===== src/rtl/gcrsm_pkg.sv =====
`default_nettype none

package gcrsm_pkg;

    localparam int DEFAULT_TABLE_DEPTH = 16;
    localparam int DEFAULT_MAX_DIGITS  = 8;

    localparam int CMD_W    = 2;
    localparam int TYPE_W   = 4;
    localparam int VAL_W    = 27;
    localparam int DIG_W    = 4;
    localparam int CREF_W   = 32;
    localparam int SLOT_W   = 4;
    localparam int STATUS_W = 2;

    // residue lanes take two call reference bits per cycle
    localparam int SCALE_W    = VAL_W + 2;
    localparam int CREF_STEPS = CREF_W / 2;
    localparam int STEP_W     = $clog2(CREF_STEPS);

    localparam logic [CMD_W-1:0] CMD_CREATE     = 2'd0;
    localparam logic [CMD_W-1:0] CMD_DESTROY    = 2'd1;
    localparam logic [CMD_W-1:0] CMD_FIND_GROUP = 2'd2;
    localparam logic [CMD_W-1:0] CMD_FIND_CREF  = 2'd3;

    localparam logic [STATUS_W-1:0] ST_OK        = 2'd0;
    localparam logic [STATUS_W-1:0] ST_FULL      = 2'd1;
    localparam logic [STATUS_W-1:0] ST_NOT_FOUND = 2'd2;
    localparam logic [STATUS_W-1:0] ST_EMPTY     = 2'd3;

    typedef struct packed {
        logic [CMD_W-1:0]  command;
        logic [TYPE_W-1:0] call_type;
        logic [VAL_W-1:0]  group_value;
        logic [DIG_W-1:0]  group_digits;
        logic [SLOT_W-1:0] slot_in;
    } req_t;

    typedef struct packed {
        logic [TYPE_W-1:0] call_type;
        logic [VAL_W-1:0]  value;
        logic [DIG_W-1:0]  digits;
    } entry_t;

    function automatic logic [SCALE_W-1:0] pow10(input int k);
        logic [SCALE_W-1:0] p;
        case (k)
            1:       p = SCALE_W'(10);
            2:       p = SCALE_W'(100);
            3:       p = SCALE_W'(1000);
            4:       p = SCALE_W'(10000);
            5:       p = SCALE_W'(100000);
            6:       p = SCALE_W'(1000000);
            7:       p = SCALE_W'(10000000);
            8:       p = SCALE_W'(100000000);
            default: p = SCALE_W'(1);
        endcase
        return p;
    endfunction

endpackage

`default_nettype wire


===== src/rtl/gcrsm_ram.sv =====
`default_nettype none

module gcrsm_ram #(
    parameter int WIDTH = 1,
    parameter int DEPTH = 2
) (
    input  wire logic                     clk,
    input  wire logic                     wr_en,
    input  wire logic [$clog2(DEPTH)-1:0] wr_addr,
    input  wire logic [WIDTH-1:0]         wr_data,
    input  wire logic [$clog2(DEPTH)-1:0] rd_addr,
    output logic      [WIDTH-1:0]         rd_data
);

    logic [WIDTH-1:0] mem [DEPTH];
    logic [WIDTH-1:0] rd_data_reg;

    always_ff @(posedge clk)
    begin
        if (wr_en)
        begin
            mem[wr_addr] <= wr_data;
        end
        rd_data_reg <= mem[rd_addr];
    end

    assign rd_data = rd_data_reg;

endmodule

`default_nettype wire


===== src/rtl/gcrsm_queue.sv =====
`default_nettype none

module gcrsm_queue #(
    parameter int DATA_W = 1
) (
    input  wire logic              clk,
    input  wire logic              rst_n,
    input  wire logic              push,
    input  wire logic [DATA_W-1:0] push_data,
    output logic                   full,
    input  wire logic              pop,
    output logic      [DATA_W-1:0] head_data,
    output logic                   empty
);

    logic [DATA_W-1:0] slot_reg [2];
    logic              wr_ptr_reg;
    logic              rd_ptr_reg;
    logic [1:0]        fill_reg;
    logic              do_push;
    logic              do_pop;

    assign full      = fill_reg == 2'd2;
    assign empty     = fill_reg == 2'd0;
    assign do_push   = push && !full;
    assign do_pop    = pop && !empty;
    assign head_data = slot_reg[rd_ptr_reg];

    always_ff @(posedge clk or negedge rst_n)
    begin
        if (!rst_n)
        begin
            wr_ptr_reg <= 1'b0;
            rd_ptr_reg <= 1'b0;
            fill_reg   <= 2'd0;
        end
        else
        begin
            if (do_push)
            begin
                wr_ptr_reg <= !wr_ptr_reg;
            end
            if (do_pop)
            begin
                rd_ptr_reg <= !rd_ptr_reg;
            end
            if (do_push && !do_pop)
            begin
                fill_reg <= fill_reg + 2'd1;
            end
            else if (do_pop && !do_push)
            begin
                fill_reg <= fill_reg - 2'd1;
            end
        end
    end

    always_ff @(posedge clk)
    begin
        if (do_push)
        begin
            slot_reg[wr_ptr_reg] <= push_data;
        end
    end

endmodule

`default_nettype wire


===== src/rtl/gcrsm_front.sv =====
`default_nettype none

module gcrsm_front #(
    parameter int MAX_DIGITS = gcrsm_pkg::DEFAULT_MAX_DIGITS
) (
    input  wire logic                                      clk,
    input  wire logic                                      rst_n,
    input  wire logic                                      in_valid,
    output logic                                           in_stall,
    input  wire logic [gcrsm_pkg::CMD_W-1:0]               command,
    input  wire logic [gcrsm_pkg::TYPE_W-1:0]              call_type,
    input  wire logic [gcrsm_pkg::VAL_W-1:0]               group_value,
    input  wire logic [gcrsm_pkg::DIG_W-1:0]               group_digits,
    input  wire logic [gcrsm_pkg::CREF_W-1:0]              call_reference,
    input  wire logic [gcrsm_pkg::SLOT_W-1:0]              slot_in,
    output logic                                           q_push,
    input  wire logic                                      q_full,
    output gcrsm_pkg::req_t                                q_req,
    output logic [MAX_DIGITS*gcrsm_pkg::VAL_W-1:0]         q_res
);

    localparam int VAL_W   = gcrsm_pkg::VAL_W;
    localparam int CREF_W  = gcrsm_pkg::CREF_W;
    localparam int STEP_W  = gcrsm_pkg::STEP_W;
    localparam int SCALE_W = gcrsm_pkg::SCALE_W;

    localparam logic [1:0] F_IDLE = 2'd0;
    localparam logic [1:0] F_MOD  = 2'd1;
    localparam logic [1:0] F_PUSH = 2'd2;

    logic [1:0]        state_reg;
    logic [1:0]        state_next;
    logic [STEP_W-1:0] step_reg;
    gcrsm_pkg::req_t   req_reg;
    logic [CREF_W-1:0] cref_reg;
    logic [VAL_W-1:0]  res_reg  [MAX_DIGITS];
    logic [VAL_W-1:0]  res_next [MAX_DIGITS];
    logic              accept;

    assign in_stall = state_reg != F_IDLE;
    assign accept   = in_valid && !in_stall;
    assign q_push   = (state_reg == F_PUSH) && !q_full;
    assign q_req    = req_reg;

    always_comb
    begin
        state_next = state_reg;
        case (state_reg)
            F_IDLE:
            begin
                if (in_valid)
                begin
                    state_next = (command == gcrsm_pkg::CMD_FIND_CREF) ? F_MOD : F_PUSH;
                end
            end
            F_MOD:
            begin
                if (step_reg == '0)
                begin
                    state_next = F_PUSH;
                end
            end
            F_PUSH:
            begin
                if (!q_full)
                begin
                    state_next = F_IDLE;
                end
            end
            default:
            begin
                state_next = F_IDLE;
            end
        endcase
    end

    // one lane per digit count: remainder by 10^k, two bits in per cycle
    for (genvar g = 0; g < MAX_DIGITS; g++)
    begin : g_lane
        localparam logic [SCALE_W-1:0] M1 = gcrsm_pkg::pow10(g + 1);
        localparam logic [SCALE_W-1:0] M2 = M1 << 1;
        localparam logic [SCALE_W-1:0] M3 = M1 + M2;
        logic [SCALE_W-1:0] t;

        assign t = {res_reg[g], cref_reg[CREF_W-1 -: 2]};
        assign res_next[g] = (t >= M3) ? VAL_W'(t - M3) :
                             (t >= M2) ? VAL_W'(t - M2) :
                             (t >= M1) ? VAL_W'(t - M1) : VAL_W'(t);
        assign q_res[g*VAL_W +: VAL_W] = res_reg[g];
    end

    always_ff @(posedge clk or negedge rst_n)
    begin
        if (!rst_n)
        begin
            state_reg <= F_IDLE;
            step_reg  <= '0;
        end
        else
        begin
            state_reg <= state_next;
            if (accept)
            begin
                step_reg <= STEP_W'(gcrsm_pkg::CREF_STEPS - 1);
            end
            else if (state_reg == F_MOD)
            begin
                step_reg <= step_reg - STEP_W'(1);
            end
        end
    end

    always_ff @(posedge clk)
    begin
        if (accept)
        begin
            req_reg.command      <= command;
            req_reg.call_type    <= call_type;
            req_reg.group_value  <= group_value;
            req_reg.group_digits <= group_digits;
            req_reg.slot_in      <= slot_in;
            cref_reg             <= call_reference;
            for (int i = 0; i < MAX_DIGITS; i++)
            begin
                res_reg[i] <= '0;
            end
        end
        else if (state_reg == F_MOD)
        begin
            cref_reg <= {cref_reg[CREF_W-3:0], 2'b00};
            for (int i = 0; i < MAX_DIGITS; i++)
            begin
                res_reg[i] <= res_next[i];
            end
        end
    end

endmodule

`default_nettype wire


===== src/rtl/gcrsm_back.sv =====
`default_nettype none

module gcrsm_back #(
    parameter int TABLE_DEPTH = gcrsm_pkg::DEFAULT_TABLE_DEPTH,
    parameter int MAX_DIGITS  = gcrsm_pkg::DEFAULT_MAX_DIGITS
) (
    input  wire logic                                  clk,
    input  wire logic                                  rst_n,
    input  wire logic                                  q_empty,
    input  wire gcrsm_pkg::req_t                       q_req,
    input  wire logic [MAX_DIGITS*gcrsm_pkg::VAL_W-1:0] q_res,
    output logic                                       q_pop,
    output logic                                       out_valid,
    input  wire logic                                  out_stall,
    output logic [gcrsm_pkg::STATUS_W-1:0]             status,
    output logic [gcrsm_pkg::SLOT_W-1:0]               slot_out,
    output logic [gcrsm_pkg::DIG_W-1:0]                matched_digits
);

    localparam int VAL_W    = gcrsm_pkg::VAL_W;
    localparam int DIG_W    = gcrsm_pkg::DIG_W;
    localparam int SLOT_W   = gcrsm_pkg::SLOT_W;
    localparam int STATUS_W = gcrsm_pkg::STATUS_W;
    localparam int IDX_W    = $clog2(TABLE_DEPTH);
    localparam int CNT_W    = $clog2(TABLE_DEPTH + 1);
    localparam int ENT_W    = $bits(gcrsm_pkg::entry_t);
    localparam int RAM_W    = ENT_W + IDX_W;

    localparam logic [2:0] B_IDLE = 3'd0;
    localparam logic [2:0] B_FREE = 3'd1;
    localparam logic [2:0] B_DRD  = 3'd2;
    localparam logic [2:0] B_DSWP = 3'd3;
    localparam logic [2:0] B_FIND = 3'd4;
    localparam logic [2:0] B_FRES = 3'd5;
    localparam logic [2:0] B_OUT  = 3'd6;

    logic [2:0]             state_reg;
    logic [2:0]             state_next;
    logic [IDX_W-1:0]       scan_reg;
    logic [CNT_W-1:0]       count_reg;
    logic [TABLE_DEPTH-1:0] valid_reg;
    logic                   found_reg;
    logic [IDX_W-1:0]       best_slot_reg;
    logic [DIG_W-1:0]       best_len_reg;
    logic [IDX_W-1:0]       best_rank_reg;
    logic [IDX_W-1:0]       del_rank_reg;
    logic [STATUS_W-1:0]    status_reg;
    logic [SLOT_W-1:0]      slot_out_reg;
    logic [DIG_W-1:0]       digits_reg;

    logic                   wr_en;
    logic [IDX_W-1:0]       wr_addr;
    logic [RAM_W-1:0]       wr_data;
    logic [IDX_W-1:0]       rd_addr;
    logic [RAM_W-1:0]       rd_data;
    gcrsm_pkg::entry_t      rd_ent;
    logic [IDX_W-1:0]       rd_rank;
    gcrsm_pkg::entry_t      new_ent;

    logic [IDX_W-1:0]       scan_inc;
    logic                   last;
    logic                   full;
    logic [IDX_W-1:0]       slot_idx;
    logic                   slot_live;
    logic                   is_cref;
    logic [VAL_W-1:0]       sel_res;
    logic                   len_ok;
    logic                   type_ok;
    logic                   hit;
    logic                   take;

    gcrsm_ram #(
        .WIDTH (RAM_W),
        .DEPTH (TABLE_DEPTH)
    ) u_table (
        .clk     (clk),
        .wr_en   (wr_en),
        .wr_addr (wr_addr),
        .wr_data (wr_data),
        .rd_addr (rd_addr),
        .rd_data (rd_data)
    );

    assign rd_ent   = gcrsm_pkg::entry_t'(rd_data[RAM_W-1 -: ENT_W]);
    assign rd_rank  = rd_data[IDX_W-1:0];
    assign new_ent  = '{call_type: q_req.call_type, value: q_req.group_value,
                        digits: q_req.group_digits};

    assign scan_inc  = scan_reg + IDX_W'(1);
    assign last      = scan_reg == IDX_W'(TABLE_DEPTH - 1);
    assign full      = count_reg == CNT_W'(TABLE_DEPTH);
    assign slot_idx  = IDX_W'(q_req.slot_in);
    assign slot_live = (int'(q_req.slot_in) < TABLE_DEPTH) && valid_reg[slot_idx];
    assign is_cref   = q_req.command == gcrsm_pkg::CMD_FIND_CREF;

    always_comb
    begin
        sel_res = '0;
        for (int g = 0; g < MAX_DIGITS; g++)
        begin
            if (int'(rd_ent.digits) == g + 1)
            begin
                sel_res = q_res[g*VAL_W +: VAL_W];
            end
        end
    end

    assign len_ok  = (rd_ent.digits != '0) && (int'(rd_ent.digits) <= MAX_DIGITS);
    assign type_ok = valid_reg[scan_reg] && (rd_ent.call_type == q_req.call_type);
    assign hit     = type_ok && (is_cref ? (len_ok && rd_ent.value == sel_res)
                                         : (rd_ent.value == q_req.group_value &&
                                            rd_ent.digits == q_req.group_digits));
    assign take    = hit && (!found_reg ||
                             (is_cref && rd_ent.digits > best_len_reg) ||
                             ((!is_cref || rd_ent.digits == best_len_reg) &&
                              rd_rank < best_rank_reg));

    always_comb
    begin
        state_next = state_reg;
        rd_addr    = '0;
        wr_en      = 1'b0;
        wr_addr    = scan_reg;
        wr_data    = {rd_ent, rd_rank - IDX_W'(1)};
        q_pop      = 1'b0;
        case (state_reg)
            B_IDLE:
            begin
                if (!q_empty)
                begin
                    case (q_req.command)
                        gcrsm_pkg::CMD_CREATE:
                        begin
                            state_next = full ? B_OUT : B_FREE;
                            q_pop      = full;
                        end
                        gcrsm_pkg::CMD_DESTROY:
                        begin
                            if (slot_live)
                            begin
                                state_next = B_DRD;
                                rd_addr    = slot_idx;
                            end
                            else
                            begin
                                state_next = B_OUT;
                                q_pop      = 1'b1;
                            end
                        end
                        default:
                        begin
                            state_next = B_FIND;
                        end
                    endcase
                end
            end
            B_FREE:
            begin
                if (!valid_reg[scan_reg])
                begin
                    wr_en      = 1'b1;
                    wr_data    = {new_ent, IDX_W'(count_reg)};
                    state_next = B_OUT;
                    q_pop      = 1'b1;
                end
            end
            B_DRD:
            begin
                state_next = B_DSWP;
            end
            B_DSWP:
            begin
                rd_addr = scan_inc;
                wr_en   = valid_reg[scan_reg] && (rd_rank > del_rank_reg);
                if (last)
                begin
                    state_next = B_OUT;
                    q_pop      = 1'b1;
                end
            end
            B_FIND:
            begin
                rd_addr = scan_inc;
                if (last)
                begin
                    state_next = B_FRES;
                end
            end
            B_FRES:
            begin
                state_next = B_OUT;
                q_pop      = 1'b1;
            end
            B_OUT:
            begin
                if (!out_stall)
                begin
                    state_next = B_IDLE;
                end
            end
            default:
            begin
                state_next = B_IDLE;
            end
        endcase
    end

    always_ff @(posedge clk or negedge rst_n)
    begin
        if (!rst_n)
        begin
            state_reg <= B_IDLE;
            scan_reg  <= '0;
            count_reg <= '0;
            valid_reg <= '0;
            found_reg <= 1'b0;
        end
        else
        begin
            state_reg <= state_next;
            case (state_reg)
                B_IDLE:
                begin
                    scan_reg  <= '0;
                    found_reg <= 1'b0;
                end
                B_FREE:
                begin
                    if (!valid_reg[scan_reg])
                    begin
                        valid_reg[scan_reg] <= 1'b1;
                        count_reg           <= count_reg + CNT_W'(1);
                    end
                    else
                    begin
                        scan_reg <= scan_inc;
                    end
                end
                B_DRD:
                begin
                    valid_reg[slot_idx] <= 1'b0;
                    count_reg           <= count_reg - CNT_W'(1);
                    scan_reg            <= '0;
                end
                B_DSWP:
                begin
                    scan_reg <= scan_inc;
                end
                B_FIND:
                begin
                    scan_reg <= scan_inc;
                    if (take)
                    begin
                        found_reg <= 1'b1;
                    end
                end
                default:
                begin
                end
            endcase
        end
    end

    always_ff @(posedge clk)
    begin
        case (state_reg)
            B_IDLE:
            begin
                if (q_req.command == gcrsm_pkg::CMD_DESTROY)
                begin
                    status_reg   <= gcrsm_pkg::ST_EMPTY;
                    slot_out_reg <= q_req.slot_in;
                end
                else
                begin
                    status_reg   <= gcrsm_pkg::ST_FULL;
                    slot_out_reg <= '0;
                end
                digits_reg <= '0;
            end
            B_FREE:
            begin
                status_reg   <= gcrsm_pkg::ST_OK;
                slot_out_reg <= SLOT_W'(scan_reg);
                digits_reg   <= q_req.group_digits;
            end
            B_DRD:
            begin
                del_rank_reg <= rd_rank;
                status_reg   <= gcrsm_pkg::ST_OK;
                slot_out_reg <= q_req.slot_in;
                digits_reg   <= rd_ent.digits;
            end
            B_FIND:
            begin
                if (take)
                begin
                    best_slot_reg <= scan_reg;
                    best_len_reg  <= rd_ent.digits;
                    best_rank_reg <= rd_rank;
                end
            end
            B_FRES:
            begin
                if (found_reg)
                begin
                    status_reg   <= gcrsm_pkg::ST_OK;
                    slot_out_reg <= SLOT_W'(best_slot_reg);
                    digits_reg   <= best_len_reg;
                end
                else
                begin
                    status_reg   <= gcrsm_pkg::ST_NOT_FOUND;
                    slot_out_reg <= '0;
                    digits_reg   <= '0;
                end
            end
            default:
            begin
            end
        endcase
    end

    assign out_valid      = state_reg == B_OUT;
    assign status         = status_reg;
    assign slot_out       = slot_out_reg;
    assign matched_digits = digits_reg;

endmodule

`default_nettype wire


===== src/rtl/group_call_register_suffix_match_top.sv =====
`default_nettype none

// Group-call register: a table of TABLE_DEPTH entries, each a call type, a decimal group
// number and its digit count. Commands are create (lowest free slot), destroy (by slot),
// find by group (exact match, earliest inserted wins) and find by call reference (entry
// value equals call_reference mod 10^digits, most digits then earliest inserted wins).
// One result item per input item, in order. The front holds off new items while busy; a
// find by call reference first stays there to reduce the reference two bits per cycle in
// one remainder lane per digit count. A two-entry queue lets the front work on the next
// item while the back runs the table. The back reads one table entry per cycle through
// the table RAM's single read port: a find or a destroy walks all TABLE_DEPTH entries,
// a create scans up to the lowest free slot, and a full-table create or destroy of an
// empty slot reads no entry; each result then waits under out_stall. The valid bits
// clear at reset, so the block takes items right after reset.
module group_call_register_suffix_match_top #(
    parameter int TABLE_DEPTH = gcrsm_pkg::DEFAULT_TABLE_DEPTH,
    parameter int MAX_DIGITS  = gcrsm_pkg::DEFAULT_MAX_DIGITS
) (
    input  wire logic                              clk,
    input  wire logic                              rst_n,
    input  wire logic                              in_valid,
    output logic                                   in_stall,
    input  wire logic [gcrsm_pkg::CMD_W-1:0]       command,
    input  wire logic [gcrsm_pkg::TYPE_W-1:0]      call_type,
    input  wire logic [gcrsm_pkg::VAL_W-1:0]       group_value,
    input  wire logic [gcrsm_pkg::DIG_W-1:0]       group_digits,
    input  wire logic [gcrsm_pkg::CREF_W-1:0]      call_reference,
    input  wire logic [gcrsm_pkg::SLOT_W-1:0]      slot_in,
    output logic                                   out_valid,
    input  wire logic                              out_stall,
    output logic [gcrsm_pkg::STATUS_W-1:0]         status,
    output logic [gcrsm_pkg::SLOT_W-1:0]           slot_out,
    output logic [gcrsm_pkg::DIG_W-1:0]            matched_digits
);

    localparam int REQ_W = $bits(gcrsm_pkg::req_t);
    localparam int RES_W = MAX_DIGITS * gcrsm_pkg::VAL_W;
    localparam int Q_W   = REQ_W + RES_W;

    logic              f_push;
    logic              q_full;
    gcrsm_pkg::req_t   f_req;
    logic [RES_W-1:0]  f_res;
    logic [Q_W-1:0]    head_data;
    logic              q_empty;
    logic              q_pop;
    gcrsm_pkg::req_t   h_req;
    logic [RES_W-1:0]  h_res;

    gcrsm_front #(
        .MAX_DIGITS (MAX_DIGITS)
    ) u_front (
        .clk            (clk),
        .rst_n          (rst_n),
        .in_valid       (in_valid),
        .in_stall       (in_stall),
        .command        (command),
        .call_type      (call_type),
        .group_value    (group_value),
        .group_digits   (group_digits),
        .call_reference (call_reference),
        .slot_in        (slot_in),
        .q_push         (f_push),
        .q_full         (q_full),
        .q_req          (f_req),
        .q_res          (f_res)
    );

    gcrsm_queue #(
        .DATA_W (Q_W)
    ) u_queue (
        .clk       (clk),
        .rst_n     (rst_n),
        .push      (f_push),
        .push_data ({f_req, f_res}),
        .full      (q_full),
        .pop       (q_pop),
        .head_data (head_data),
        .empty     (q_empty)
    );

    assign h_req = gcrsm_pkg::req_t'(head_data[Q_W-1 -: REQ_W]);
    assign h_res = head_data[RES_W-1:0];

    gcrsm_back #(
        .TABLE_DEPTH (TABLE_DEPTH),
        .MAX_DIGITS  (MAX_DIGITS)
    ) u_back (
        .clk            (clk),
        .rst_n          (rst_n),
        .q_empty        (q_empty),
        .q_req          (h_req),
        .q_res          (h_res),
        .q_pop          (q_pop),
        .out_valid      (out_valid),
        .out_stall      (out_stall),
        .status         (status),
        .slot_out       (slot_out),
        .matched_digits (matched_digits)
    );

endmodule

`default_nettype wire


===== config.mk =====
export PLATFORM = sky130hd
export DESIGN_NAME = group_call_register_suffix_match_top
export DESIGN_NICKNAME = d
export VERILOG_FILES = /design/src/rtl/gcrsm_pkg.sv /design/src/rtl/gcrsm_ram.sv /design/src/rtl/gcrsm_queue.sv /design/src/rtl/gcrsm_front.sv /design/src/rtl/gcrsm_back.sv /design/src/rtl/group_call_register_suffix_match_top.sv
export SDC_FILE = /design/constraint.sdc
export NUM_CORES = 2
export LEC_CHECK = 0
export ABC_CLOCK_PERIOD_IN_PS = 25000
export BUFFER_PORTS_ARGS = -buffer_cell sky130_fd_sc_hd__buf_2
export CAP_MARGIN = 25
export CORE_ASPECT_RATIO = 0.7
export CORE_MARGIN = 4
export CORE_UTILIZATION = 45
export CTS_CLUSTER_DIAMETER = 30
export CTS_CLUSTER_SIZE = 25
export DETAILED_ROUTE_END_ITERATION = 6
export SLEW_MARGIN = 20
export SYNTH_ARGS = -nofsm -noshare
export SYNTH_HDL_FRONTEND = slang
export SYNTH_SLANG_ARGS = --single-unit
export TNS_END_PERCENT = 20

===== constraint.sdc =====
create_clock -name clk -period 25 [get_ports clk]
set_clock_uncertainty 0.2 [all_clocks]
set_input_delay 2.5 -clock clk [delete_from_list [all_inputs] [get_ports clk]]
set_output_delay 2.5 -clock clk [all_outputs]
set_load 0.05 [all_outputs]

-- After elaboration in Yosys (flattened, before gate mapping)
Memories as Yosys holds them, arrays and structs flattened. A register that Yosys moved wholly into a read port is not among the register bits.
Cells that the tools add are included.
Widths: inputs -> output; s select.
- register bits: 138
- bits in writable memories: 1354
- input port bits: 77
- output and inout port bits: 12
- memories: 3
- memories (name ; depth ; width ; read ports ; clocked after Yosys merged registers in ; wr ports ; line ; source):
    u_back.u_table.mem ; 16 ; 39 ; 1 ; 1 ; 1 ; gcrsm_ram.sv:15 ; logic [WIDTH-1:0] mem [DEPTH];
    u_queue.slot_reg ; 2 ; 257 ; 1 ; 0 ; 1 ; gcrsm_queue.sv:16 ; logic [DATA_W-1:0] slot_reg [2];
    u_front.res_reg ; 8 ; 27 ; 8 ; 0 ; 8 ; gcrsm_front.sv:36 ; logic [VAL_W-1:0] res_reg [MAX_DIGITS];
- add/sub/neg operators: 31
- order comparisons: 32
- equality and inequality tests: 37
- muxes and demuxes: 107
- bitwise gates (word level): 11
- reductions and logical operators: 52
- operators by type and width (kind ; count):
    $mux 27 ; 40
    $sub 27x25->27 const B ; 3
    $mux 39 ; 2
    $mux 32 ; 2
    $ge 29x15->1 const B ; 2
    $ge 29x25->1 const B ; 2
    $ge 29x5->1 const B ; 2
    $eq 27x27->1 ; 2
    $sub 27x15->27 const B ; 2
    $sub 27x5->27 const B ; 2
    $mux 4 ; 9
    $pmux 16 s2 ; 1
    $pmux 4 s4 ; 2
    $ge 29x10->1 const B ; 1
    $ge 29x11->1 const B ; 1
    $ge 29x12->1 const B ; 1
    $ge 29x14->1 const B ; 1
    $ge 29x17->1 const B ; 1
    $ge 29x18->1 const B ; 1
    $ge 29x19->1 const B ; 1
    $ge 29x20->1 const B ; 1
    $ge 29x21->1 const B ; 1
    $ge 29x22->1 const B ; 1
    $ge 29x24->1 const B ; 1
    other kinds (79) ; 188

-- Depth between registers and ports, before layout
- depth after elaboration: 16
- depth in mapped cells: 14
- mapped depth without buffers: 11

-- Modules after synthesis
A second synthesis with hierarchy kept.
- cell total of the unflattened synthesis: 4725
- area total of the unflattened synthesis: 69395.3 um2
- modules (own cells, without submodules) (module ; instances ; cells each ; area each (um2) ; seq. area each (um2)):
    gcrsm_ram ; 1 ; 1014 ; 24185.7 ; 19518.7
    gcrsm_queue ; 1 ; 819 ; 19595.0 ; 15534.9
    gcrsm_front ; 1 ; 2076 ; 18828.1 ; 8167.8
    gcrsm_back ; 1 ; 816 ; 6786.5 ; 1506.4

-- Worst setup path before layout
Ideal clock, no wire load.
- path type: reg2reg
- start: register u_front.state_reg[0]
- end: memory u_queue.slot_reg[0][100] (netlist name) (enable)
- data arrival time: 10467 ps
- path slack: 13499 ps
- cell stages (with the launch flop): 4
- period minus slack after synthesis: 11501 ps
- cells stage by stage: dfrtp_1 -> nand2b_1 -> nand2b_1 -> nor2_1
- word-level cells in the longest chain between the ends: 5
- RTL lines (what ; line ; source):
    start: declaration ; gcrsm_front.sv:31 ; logic [1:0] state_reg;
    start signal: assignment ; gcrsm_front.sv:101 ; state_reg <= state_next;
    $eq 2x2->1 ; gcrsm_front.sv:42 ; assign q_push = (state_reg == F_PUSH) && !q_full;
    $logic_and 1x1->1 ; gcrsm_front.sv:42 ;
    $logic_and 1x1->1 ; gcrsm_queue.sv:25 ; assign do_push = push && !full;
    $mux 1 ; gcrsm_queue.sv:60 ; if (do_push)
    $mux 1 (implied by the code) ; gcrsm_queue.sv:62 ; slot_reg[wr_ptr_reg] <= push_data;
    end: declaration ; gcrsm_queue.sv:16 ;
Every way passes these cells.

-- Worst setup path in the final report
- start: register u_queue.rd_ptr_reg
- end: register u_back.u_table.rd_data_reg[14], in the netlist u_back.u_table.rd_data[14] (read register of u_back.u_table.mem)
- word-level cells in the longest chain between the ends: 7
- elaborated cells on any way between the ends: 8
- RTL lines (what ; line ; source):
    start: declaration ; gcrsm_queue.sv:18 ; logic rd_ptr_reg;
    start signal: assignment ; gcrsm_queue.sv:45 ; rd_ptr_reg <= !rd_ptr_reg;
    $mem_v2 2x257 (*) ; - ;
    $bmux 1 s4 ; gcrsm_back.sv:93 ; assign slot_live = (int'(q_req.slot_in) < TABLE_DEPTH) && valid_reg[slot_idx];
    $mux 1 (implied by the code) ; gcrsm_back.sv:93 ;
    $mux 4 ; gcrsm_back.sv:139 ; if (slot_live)
    $mux 4 (*) ; gcrsm_back.sv:131 ; case (q_req.command)
    $mux 4 (*) ; gcrsm_back.sv:129 ; if (!q_empty)
    $pmux 4 s2 (*) ; gcrsm_back.sv:126 ; case (state_reg)
    end: declaration ; gcrsm_ram.sv:16 ; logic [WIDTH-1:0] rd_data_reg;
Every way passes the cells marked *; elsewhere a longest branch is shown, timed or not. The select of a mux whose other input is x is not followed.
A chain may end at the register's enable or synchronous reset.

==> results.json <==
{
  "status": "completed",
  "netlist.area_leader.share": 0.6359,
  "vias": 42269,
  "leakagePower_nw": 28.22,
  "first_pass_iters": 7,
  "synthesis.area_um2": 65490,
  "netlist_top_cells_area": "edfxtp_1 64%, mux2i_1 8.1%, o22ai_1 2.0%, nand2_1 1.9%, nor2_1 1.8%",
  "cts_tree": "yes",
  "clk_latency_ps": 840,
  "grt-ovfl-total": 0,
  "p_per_area_nw_per_um2": 145.0,
  "core_area_um2": 143700,
  "ctsRootBufferMaster": "clkbuf_16",
  "yosys.area.top_type": "edfxtp_1",
  "post_cts_resized": 0,
  "areaGrowthSynthToFinish_pct": 16.62,
  "grtUsageTotal": 0.2366,
  "routedWlPerCell_um": 26.08,
  "slew_headroom": 0.2258,
  "maxCapViolations": 0,
  "ioPinCount": 89,
  "yosysWarnings": 0,
  "fin_util": 0.5316,
  "drtIter0Drc": 5210,
  "grt_pass1_wl_mm": 268.2,
  "clock_sinks": 1465,
  "synth.avg_cell_area_um2": 13.72,
  "critPathMaxStageDelay_ps": 920,
  "wirelength_mm": 183.7,
  "synth_ff_type": "edfxtp_1",
  "p_total_mw": 11.08,
  "die_h_um": 327.2,
  "first_global_vias": 39345,
  "cts_buffers": 235,
  "peakVddDrop_mv": 0.1089,
  "antenna_left": 0,
  "reg2regPathDepth": 12,
  "setup-violations-final": 0,
  "finalInstanceArea_um2": 76380,
  "final.setup.tns_ps": 0,
  "crit_arrival_ps": 8090,
  "cts_buffer_depth": 3,
  "synthCells": 4772,
  "hp-class": "reg2reg",
  "gp_congestion": 0.9115,
  "final_hold_viol_count": 0,
  "drive_above_1_share": 0.1421,
  "routed_via_density": 6.002,
  "worstSetupPathType": "reg2reg",
  "start_util": 0.4558,
  "slowest_stage": "buf_4",
  "fmax_ghz": 0.1320,
  "critPathRequiredTime_ps": 25510,
  "endpoint_kind": "flip-flop",
  "largest_register_ffs": 624,
  "die_area_um2": 151800,
  "worst_slew_pin_slew_ps": 1161,
  "cp_common_cell": "buf_4",
  "cts.htree.levels": 4,
  "drc_errors": 0,
  "ys_seq_area_frac": 0.6628,
  "hold_depth": 0,
  "num_rows": 116,
  "dp_hpwl_mm": 112.5,
  "min_period_ps": 7578,
  "clk_pin_slew_ps": 60,
  "synth_edf_count": 1387,
  "antenna_found_initial": 8,
  "finalNetCount": 5097,
  "timing.hold.ws_ps": 244.6,
  "maxSlewViolCount": 0,
  "syn-num-nets": 4927,
  "postCtsHoldBufs": 0,
  "worst_setup_path_start_kind": "flip-flop",
  "post-route-period-util": 0.3031,
  "ys_types": 101,
  "crit_fanout": 60,
  "post_cts_buffers": 0,
  "crit_chain": "mux2i_4, mux4_2, nor2_1, a311oi_2, o21ai_1, o2bb2a_4, buf_4, buf_4, buf_4, mux2i_1, o22ai_1, or4_1",
  "port_buffers": 88,
  "synthArstFlopShare": 0.02662,
  "die_x_um": 464.0,
  "rsz0062_at_grt": "no",
  "synth.ff_latch_count": 1465,
  "grt_max_degree": 157,
  "dpl_cell_area_um2": 68130
}
## layer usage
layer,global-route usage,part of all wire
met5,0,0.00011
met4,0.05773,0.020
met3,0.05571,0.10
met2,0.3148,0.40
met1,0.3833,0.48
## Yosys cell counts (all sizes together), types with 22 or more instances
library cell / count
dfxtp: 39
o22ai: 212
nand4: 44
or4: 65
o211ai: 22
nor4: 43
a211oi: 35
and3: 24
and2: 22
a21o: 26
edfxtp: 1387
clkbuf: 179
o21ai: 194
a22oi: 25
nand3: 55
ha: 77
nand2b: 33
dfrtp: 39
a21oi: 174
or3: 41
a31oi: 36
nor2b: 29
mux2i: 532
xor2: 82
nor2: 323
nor3: 84
inv: 78
buf: 87
xnor2: 118
nand2: 331
## report_power, final
group          internal [mW]  leakage, nW  switching [mW]
sequential              3.70         13.6           0.605
combinational           1.20         10.6            2.24
clock                   2.10         4.01            1.23
## cell families (layout without fill, tap and decap cells)
| group | count (synthesis) | after routing | share of synthesized area |
|---|---|---|---|
| adder cells (fa/ha/maj) | 78 | 78 | 0.01502 |
| AO/OA/AOI/OAI | 938 | 938 | 0.09399 |
| other | 0 | 2 | 0 |
| multiplexers | 560 | 560 | 0.08771 |
| flip-flops | 1465 | 1465 | 0.6628 |
| buffers and inverters | 345 | 726 | 0.02340 |
| XOR/XNOR | 200 | 200 | 0.02675 |
| AND/OR/NAND/NOR | 1186 | 1186 | 0.09036 |
## cell usage in the layout (no fill, tap or decap), drive strengths merged, types with 41 or more instances in the layout
cell type	instances
edfxtp	1387
mux2i	532
nand2	331
nor2	323
clkbuf	267
o22ai	212
buf	199
o21ai	194
a21oi	174
inv	132
xnor2	118
nor3	84
clkinv	83
xor2	82
ha	77
or4	65
nand3	55
nand4	44
nor4	43
or3	41
## critical path: cells and delay by family, from the launching register on
family	cells	cell delay (ps)
AO/OA/AOI/OAI	4	1270
AND/OR/NAND/NOR	2	660
flip-flops	1	860
multiplexers	3	1370
buffers and inverters	3	2710
## area by class of cell
cell class / count / area, µm²
inverters: 79 / 299.0
multi-input cells: 2962 / 20770
well taps: 1888 / 2362
repair buffers: 199 / 1311
fillers: 11898 / 67310
flip-flops and latches: 1465 / 43410
clock inverters: 181 / 2110
diodes: 2 / 5.005
clock buffers: 267 / 6116
## stage by stage
step           worst slack [ps]  instances
2_1_floorplan             13500       4772
3_3_place_gp              17670       6591
3_5_place_dp              17560       6593
4_1_cts                   17540       7041
5_1_grt                   17210       7041
6_report                  17420       7043
## final timing paths
path                                     from                    endpoint  slack (ps)
max in group asynchronous               rst_n          u_queue.rd_ptr_reg       22570
setup / recovery           u_queue.rd_ptr_reg  u_back.u_table.rd_data[14]       17420
hold reg to reg             u_front.q_req[18]    u_queue.slot_reg[1][234]         240
min in group asynchronous               rst_n         u_back.valid_reg[9]        1540
hold / removal              u_front.q_req[18]    u_queue.slot_reg[1][234]         240
setup reg to reg           u_queue.rd_ptr_reg  u_back.u_table.rd_data[14]       17420
No activity file was read; power rests on OpenSTA's default activity.
